--- src/sv/selective_repeat_receiver_core_assert.svh ---
// assertion macros shared by the receiver core
`ifndef SELECTIVE_REPEAT_RECEIVER_CORE_ASSERT_SVH
`define SELECTIVE_REPEAT_RECEIVER_CORE_ASSERT_SVH

// same-cycle implication
`define SRR_ASSERT_NOW(lbl, clk, rst, ante, cons, msg) \
  lbl: assert property (@(posedge clk) disable iff (rst) (ante) |-> (cons)) \
    else $error(msg);

// next-cycle implication
`define SRR_ASSERT_NEXT(lbl, clk, rst, ante, cons, msg) \
  lbl: assert property (@(posedge clk) disable iff (rst) (ante) |=> (cons)) \
    else $error(msg);

`endif

--- src/sv/srr_pkg.sv ---
`timescale 1ns / 1ps
package srr_pkg;

  localparam int SEQ_RANGE      = 16;
  localparam int MAX_WINDOW     = 8;
  localparam int SEQ_W          = $clog2(SEQ_RANGE);
  localparam int WIN_CAP        = (MAX_WINDOW < SEQ_RANGE / 2) ? MAX_WINDOW : SEQ_RANGE / 2;
  localparam int CMP_W          = (SEQ_W + 1 > 4) ? SEQ_W + 1 : 4;
  localparam int STEP_W         = $clog2(MAX_WINDOW + 1);
  localparam int ACK_CHECK_BASE = 959;
  localparam int SLOT_W         = 160;
  localparam logic [3:0] WIN_RESET = 4'd6;

  typedef struct packed {
    logic signed [31:0] seq_num;
    logic signed [31:0] ack_num;
    logic signed [31:0] check_value;
    logic [63:0]        data_lo;
    logic [63:0]        data_mid;
    logic [31:0]        data_hi;
  } in_item_t;

  typedef struct packed {
    logic        kind;
    logic [7:0]  ack_number;
    logic [10:0] ack_check;
    logic [63:0] out_lo;
    logic [63:0] out_mid;
    logic [31:0] out_hi;
    logic        last;
  } out_item_t;

  typedef struct packed {
    logic done;
    logic match;
  } csum_stat_t;

  localparam logic KIND_ACK     = 1'b0;
  localparam logic KIND_DELIVER = 1'b1;

endpackage

--- src/sv/srr_ram.sv ---
`timescale 1ns / 1ps
module srr_ram #(
  parameter int WIDTH = 8,
  parameter int DEPTH = 16
) (
  input  logic                     clk,
  input  logic                     we,
  input  logic [$clog2(DEPTH)-1:0] waddr,
  input  logic [WIDTH-1:0]         wdata,
  input  logic [$clog2(DEPTH)-1:0] raddr,
  output logic [WIDTH-1:0]         rdata
);

  logic [WIDTH-1:0] mem [DEPTH];

  always_ff @(posedge clk) begin
    if (we) begin
      mem[waddr] <= wdata;
    end
    rdata <= mem[raddr];
  end

endmodule

--- src/sv/srr_csum.sv ---
`timescale 1ns / 1ps
module srr_csum import srr_pkg::*; (
  input  logic       clk,
  input  logic       rst,
  input  logic       go,
  input  in_item_t   in_item,
  input  in_item_t   held,
  output csum_stat_t stat
);

  logic [1:0]  cnt;
  logic        active;
  logic        fin;
  logic [31:0] acc;
  logic [63:0] word;

  function automatic logic [31:0] byte_sum(input logic [63:0] w);
    logic [11:0] s;
    s = '0;
    for (int i = 0; i < 8; i++) begin
      s = s + {{4{w[8*i+7]}}, w[8*i +: 8]};
    end
    return {{20{s[11]}}, s};
  endfunction

  always_comb begin
    case (cnt)
      2'd1:    word = held.data_lo;
      2'd2:    word = held.data_mid;
      default: word = {32'd0, held.data_hi};
    endcase
  end

  always_ff @(posedge clk) begin
    if (rst) begin
      cnt    <= '0;
      active <= 1'b0;
      fin    <= 1'b0;
    end else begin
      if (go) begin
        cnt    <= 2'd1;
        active <= 1'b1;
        fin    <= 1'b0;
      end else if (active) begin
        cnt <= cnt + 2'd1;
        fin <= (cnt == 2'd3);
        if (cnt == 2'd3) begin
          active <= 1'b0;
        end
      end else begin
        fin <= 1'b0;
      end
    end
  end

  // header words first, then one payload word a cycle
  always_ff @(posedge clk) begin
    if (go) begin
      acc <= in_item.seq_num + in_item.ack_num;
    end else if (active) begin
      acc <= acc + byte_sum(word);
    end
  end

  assign stat.done  = fin;
  assign stat.match = (acc == held.check_value);

endmodule

--- src/sv/selective_repeat_receiver_core.sv ---
`timescale 1ns / 1ps
// Selective-repeat receiver. A packet is taken when start is high and busy low.
// The checksum runs in S_SUM (header, then one payload word a cycle), the
// window check in S_CHECK after it, so a corrupt packet drops busy from S_SUM
// and one that is then dropped or only acknowledged drops it from S_CHECK. A
// stored packet that frees a run of n slots gives the ack, S_RD opens the slot
// RAM read, then one delivered word per cycle comes from its read port (S_OUT).
// Results appear on result for a single cycle with result_valid and cannot be
// held off; the ack comes first and last marks the final word of each packet.
// The slot store needs no clearing pass: per-slot full flags are cleared at reset.
`include "selective_repeat_receiver_core_assert.svh"
module selective_repeat_receiver_core import srr_pkg::*; (
  input  logic       clk,
  input  logic       rst,
  input  logic       start,
  output logic       busy,
  input  in_item_t   item,
  output logic       result_valid,
  output out_item_t  result,
  input  logic       cfg_valid,
  output logic       cfg_ready,
  input  logic [3:0] cfg_data
);

  typedef enum logic [4:0] {
    S_IDLE  = 5'b00001,
    S_SUM   = 5'b00010,
    S_CHECK = 5'b00100,
    S_RD    = 5'b01000,
    S_OUT   = 5'b10000
  } state_t;

  state_t                 state, state_next;
  in_item_t               itm;
  logic [3:0]             window_size;
  logic [SEQ_W-1:0]       expected, expected_next, exp_inc;
  logic [SEQ_RANGE-1:0]   slot_full, slot_full_next;
  logic [STEP_W-1:0]      steps, steps_next;
  logic                   result_valid_next;
  out_item_t              result_next;
  csum_stat_t             cs;
  logic                   accept;
  logic                   ram_we;
  logic [SEQ_W-1:0]       ram_raddr;
  logic [SLOT_W-1:0]      ram_rdata;
  logic [SEQ_W-1:0]       seq_idx;
  logic                   seq_ok;
  logic [CMP_W-1:0]       ws, win, gap;
  logic                   in_win, low_win, more;

  assign busy      = (state != S_IDLE);
  assign accept    = start && !busy;
  assign cfg_ready = 1'b1;

  srr_csum u_csum (
    .clk     (clk),
    .rst     (rst),
    .go      (accept),
    .in_item (item),
    .held    (itm),
    .stat    (cs)
  );

  srr_ram #(.WIDTH(SLOT_W), .DEPTH(SEQ_RANGE)) u_slots (
    .clk   (clk),
    .we    (ram_we),
    .waddr (seq_idx),
    .wdata ({itm.data_hi, itm.data_mid, itm.data_lo}),
    .raddr (ram_raddr),
    .rdata (ram_rdata)
  );

  assign seq_idx = itm.seq_num[SEQ_W-1:0];
  assign seq_ok  = (unsigned'(itm.seq_num) < 32'(SEQ_RANGE));
  assign exp_inc = (expected == SEQ_W'(SEQ_RANGE - 1)) ? '0 : expected + 1'b1;

  // window clamp: zero acts as one, large values fall to the cap
  assign ws  = CMP_W'(window_size);
  assign win = (ws == '0) ? CMP_W'(1) : ((ws > CMP_W'(WIN_CAP)) ? CMP_W'(WIN_CAP) : ws);

  assign gap = (seq_idx >= expected) ? CMP_W'(seq_idx) - CMP_W'(expected)
                                     : CMP_W'(seq_idx) + CMP_W'(SEQ_RANGE) - CMP_W'(expected);
  assign in_win  = (gap < win);
  assign low_win = (gap >= CMP_W'(SEQ_RANGE) - win);

  assign more      = ((steps + 1'b1) < STEP_W'(MAX_WINDOW)) && slot_full[exp_inc];
  assign ram_raddr = (state == S_OUT) ? exp_inc : expected;

  always_comb begin
    state_next        = state;
    expected_next     = expected;
    slot_full_next    = slot_full;
    steps_next        = steps;
    ram_we            = 1'b0;
    result_valid_next = 1'b0;
    result_next       = '0;
    unique case (state)
      S_IDLE: begin
        if (start) begin
          state_next = S_SUM;
        end
      end
      S_SUM: begin
        if (cs.done) begin
          state_next = cs.match ? S_CHECK : S_IDLE;
        end
      end
      S_CHECK: begin
        state_next             = S_IDLE;
        result_next.kind       = KIND_ACK;
        result_next.ack_number = 8'(seq_idx);
        result_next.ack_check  = 11'(seq_idx) + 11'(ACK_CHECK_BASE);
        result_next.last       = 1'b1;
        if (seq_ok && in_win) begin
          result_valid_next = 1'b1;
          if (!slot_full[seq_idx]) begin
            ram_we                  = 1'b1;
            slot_full_next[seq_idx] = 1'b1;
            // a delivery follows if the expected slot is now filled
            if ((seq_idx == expected) || slot_full[expected]) begin
              result_next.last = 1'b0;
              state_next       = S_RD;
            end
          end
        end else if (seq_ok && low_win) begin
          result_valid_next = 1'b1;
        end
      end
      S_RD: begin
        steps_next = '0;
        state_next = S_OUT;
      end
      S_OUT: begin
        result_valid_next        = 1'b1;
        result_next.kind         = KIND_DELIVER;
        result_next.out_lo       = ram_rdata[63:0];
        result_next.out_mid      = ram_rdata[127:64];
        result_next.out_hi       = ram_rdata[159:128];
        result_next.last         = !more;
        slot_full_next[expected] = 1'b0;
        expected_next            = exp_inc;
        steps_next               = steps + 1'b1;
        state_next               = more ? S_OUT : S_IDLE;
      end
      default: begin
        state_next = S_IDLE;
      end
    endcase
  end

  always_ff @(posedge clk) begin
    if (rst) begin
      state        <= S_IDLE;
      expected     <= '0;
      slot_full    <= '0;
      steps        <= '0;
      window_size  <= WIN_RESET;
      result_valid <= 1'b0;
    end else begin
      state        <= state_next;
      expected     <= expected_next;
      slot_full    <= slot_full_next;
      steps        <= steps_next;
      result_valid <= result_valid_next;
      if (cfg_valid && cfg_ready) begin
        window_size <= cfg_data;
      end
    end
  end

  always_ff @(posedge clk) begin
    result <= result_next;
    if (accept) begin
      itm <= item;
    end
  end

  `SRR_ASSERT_NEXT(a_accept_busy, clk, rst, accept, busy, "accepted word did not raise busy")
  `SRR_ASSERT_NOW(a_more_follows, clk, rst, result_valid && !result.last, busy,
                  "non-final result with core idle")
  `SRR_ASSERT_NOW(a_full_bound, clk, rst, 1'b1, $countones(slot_full) <= WIN_CAP,
                  "more filled slots than the window allows")

endmodule
--- config.mk ---
export PLATFORM = sky130hd
export DESIGN_NAME = selective_repeat_receiver_core
export DESIGN_NICKNAME = d
export VERILOG_FILES = /design/src/sv/srr_pkg.sv /design/src/sv/srr_ram.sv /design/src/sv/srr_csum.sv /design/src/sv/selective_repeat_receiver_core.sv
export VERILOG_INCLUDE_DIRS = /design/src /design/src/sv
export SDC_FILE = /design/constraint.sdc
export NUM_CORES = 2
export LEC_CHECK = 0
export ABC_AREA = 1
export BUFFER_PORTS_ARGS = -buffer_cell sky130_fd_sc_hd__buf_2
export CAP_MARGIN = 5
export CORE_MARGIN = 1.5
export CORE_UTILIZATION = 46
export DETAILED_ROUTE_END_ITERATION = 16
export REMOVE_ABC_BUFFERS = 1
export SLEW_MARGIN = 20
export SYNTH_ARGS = -nofsm -noshare
export SYNTH_HDL_FRONTEND = slang
export SYNTH_SLANG_ARGS = --single-unit
--- constraint.sdc ---
create_clock -name clk -period 26 [get_ports clk]
set_input_delay 3.9 -clock clk [delete_from_list [all_inputs] [get_ports clk]]
set_output_delay 3.9 -clock clk [all_outputs]
set_load 0.01 [all_outputs]
==> impl_metrics.py <==
metrics = {
    "outcome": {
        "status": "finished clean",
    },
    "floorplanning": {
        "die_w_um": 532.7,
        "fp.dieArea_um2": 283700,
        "fp.dieH_um": 532.7,
        "num_rows": 194,
        "start_util_pct": 46.23,
        "core_area_um2": 279100,
        "io_pins": 448,
    },
    "critical_path": {
        "cp_max_fo": 46,
        "critPathKind": "reg2reg",
        "r2r-start": "u_csum.cnt[0]",
        "cp.required_ps": 26640,
        "path_common_cell": "nand2_1",
        "cp-start-kind": "register",
        "critPathSlowestCell": "ha_1",
        "critical_path.max_stage_delay_ps": 700,
        "r2r_cells": 39,
        "setup.worst_path.end_class": "register",
        "reg2reg_to": "u_csum.acc[29]",
        "crit_arrival_ps": 10690,
        "r2r_slack_ps": 15950,
    },
    "power_and_ir_drop": {
        "power.leakage_nw": 52.48,
        "power_mw": 15.25,
        "peakVddDrop_mv": 0.3082,
        "p_per_area_nw_per_um2": 104.6,
    },
    "yosys": {
        "synth_top_area_share_pct": 65.52,
        "synth.ff_latch_count": 3188,
        "yosys.area_share.simple_pct": 11.01,
        "postSynth.asyncResetShare_pct": 0,
        "synth_area_leaders": "edfxtp_1, o211ai_1, dfxtp_1",
        "synth_fa_ha_area_share_pct": 1.842,
        "synth_edf_count": 2816,
        "synth_top_family_by_area": "simple AND/OR/NAND/NOR gates",
        "yosysSeqAreaShare_pct": 71.29,
        "yosysWarnings": 0,
        "synth_xor_area_share_pct": 0.4411,
        "synth_cells": 10050,
        "ys.flop_type": "edfxtp_1",
        "avgSynthCellArea_um2": 12.85,
        "synth_area_um2": 129100,
        "synth_compound_area_share_pct": 10.49,
        "yosys.area.top_type": "edfxtp_1",
        "synthMuxAreaShare_pct": 0,
        "synthDistinctLibCells": 55,
    },
    "clock_network": {
        "cts_buffers": 337,
        "cts.sinks": 3188,
        "cts_resized": 0,
        "post_cts_buffers": 0,
        "cts-htree-levels": 5,
        "clock-root-buffer": "clkbuf_16",
        "clk_pin_slew_ps": 60,
        "cts_tree": "yes",
        "cts_hold_buf": 0,
        "clockBufferDepth": 4,
        "clk_latency_ps": 930,
    },
    "final_layout": {
        "fill_cells": 23530,
        "mostFrequentLayoutCells": "edfxtp_1, o211ai_1, nand2_1",
        "final_util_pct": 52.21,
        "final_cells": 14390,
        "layout_commonest_cell": "edfxtp_1",
        "num-nets-final": 10790,
        "syn_to_final_growth_pct": 12.93,
        "drive_gt1_share_pct": 15.34,
    },
    "sta": {
        "whs_ps": 388.8,
        "worstMarginPinSlew_ps": 1382,
        "grt_setup_unrepaired": "no",
        "post-route-period-util_pct": 38.66,
        "fin_crit_ps": 10050,
        "clock.fmax_mhz": 99.49,
        "fin_skew_ps": 74.11,
        "slew_violations": 0,
        "setup_viol": 0,
        "slew_headroom_pct": 7.860,
        "hold_viol": 0,
    },
    "placement": {
        "place_congestion": 0.8827,
        "hpwl_um": 195100,
        "dp_cells": 13750,
        "portBuffers": 441,
    },
    "hold_path": {
        "hold_class": "reg2reg",
        "whs_endpoint": "result[113]",
        "worst_hold_startpoint": "u_slots.rdata[16]",
        "hold_depth": 2,
    },
    "route": {
        "first_iter_violations": 8755,
        "drc": 0,
        "ant_nets": 0,
        "avgRoutedWirePerCell_um": 25.77,
        "drt-vias-per-instance": 5.722,
        "vias": 82320,
        "wl_um": 370800,
        "dr.pass1.iters": 6,
    },
    "grt": {
        "grt_use_total_pct": 25.49,
        "overflow": 0,
        "antenna_found_initial": 37,
        "grt_pass1_wl_um": 538500,
        "grt_max_degree": 250,
        "grt_pass1_vias": 79080,
    },
    "flow_run": {
        "cap_violations": 0,
    },
}
critical path: cells and delay by family, from the launching register on:
kind,cells,cell delay [ps]
AO/OA/AOI/OAI,7,2180
adder cells (fa/ha/maj),9,3860
buffers and inverters,8,1240
flip-flops,1,370
AND/OR/NAND/NOR,15,2070
cell families after synthesis:
family | Yosys count
simple gates | 3025
buf+inv | 1540
flops | 3188
xor+xnor | 65
other cells | 2
compound gates | 2065
fa+ha+maj | 160
synth_stat cells, types with 8 or more instances:
cell      instances
inv_1           933
nand3_1         947
dfxtp_1         372
buf_6            35
xor2_1           20
or2_1            17
or2_2           530
nand3b_1         13
fa_1             50
o21ai_0         414
o21bai_1        157
clkbuf_1        294
a21o_1            8
a22o_1           26
buf_4            20
a21oi_1         144
o21ai_1         273
nor2_1          467
edfxtp_1       2816
nand2_1         965
buf_1            76
xnor2_1          45
o211ai_1        996
nor3_1           25
ha_1            110
a221o_1          30
buf_2           176
nand4_1          37
stage by stage:
stage / setup slack (ps) / setup TNS (ps) / instance area, um2
after floorplan: -39170 / -6296260 / 126300
after global placement: 16180 / 0 / 134600
after detailed placement: 16100 / 0 / 134600
after CTS: 16080 / 0 / 145700
after global routing: 15350 / 0 / 145700
final: 15950 / 0 / 145700
report_power, final:
group,switching [mW],internal [mW]
Combinational,2.99,1.53
Sequential,0.150,5.77
Clock,2.01,2.79
state kept, by name, indices dropped and copies added, names as in the netlist, 2 cells and up:
name	flops
u_slots.mem	2560
itm	224
result	174
u_slots.rdata	160
u_csum.acc	32
slot_full	16
state	5
expected	4
steps	4
window_size	4
u_csum.cnt	2
per-layer routing:
layer	part of all wire [%]	global-route usage [%]	routed length, um	vias to the layer above
li1	-	-	-	36980
met1	44	37.07	162800	41600
met2	46	40.54	172100	3169
met3	7.2	3.443	26820	544
met4	2.4	6.264	8838	32
met5	0.060	0	222	-
layout make-up:
| cell class | count | area [um2] | area share (%) |
|---|---|---|---|
| inverters | 939 | 3568 | 2.448 |
| clock buffers | 482 | 9467 | 6.496 |
| flip-flops and latches | 3188 | 92010 | 63.13 |
| clock inverters | 145 | 1645 | 1.129 |
| well taps | 3724 | 4659 | 3.197 |
| diodes | 8 | 20.02 | 0.01374 |
| multi-input cells | 5322 | 30870 | 21.18 |
| repair buffers | 579 | 3501 | 2.402 |
how the worst max path moves through the flow:
stage	endpoint	slack, ps	cells past startpoint	from
final	u_csum.acc[29]	15950	39	u_csum.cnt[0]
after CTS	u_csum.acc[21]	16080	39	u_csum.cnt[0]
after floorplan	u_slots.rdata[110]	-39170	8	state[0]
after global placement	u_csum.acc[29]	16180	39	u_csum.cnt[0]
after global routing	u_csum.acc[17]	15350	36	u_csum.cnt[0]
after detailed placement	u_csum.acc[29]	16100	39	u_csum.cnt[0]
Note: power is estimated with default switching activity, not from simulation.
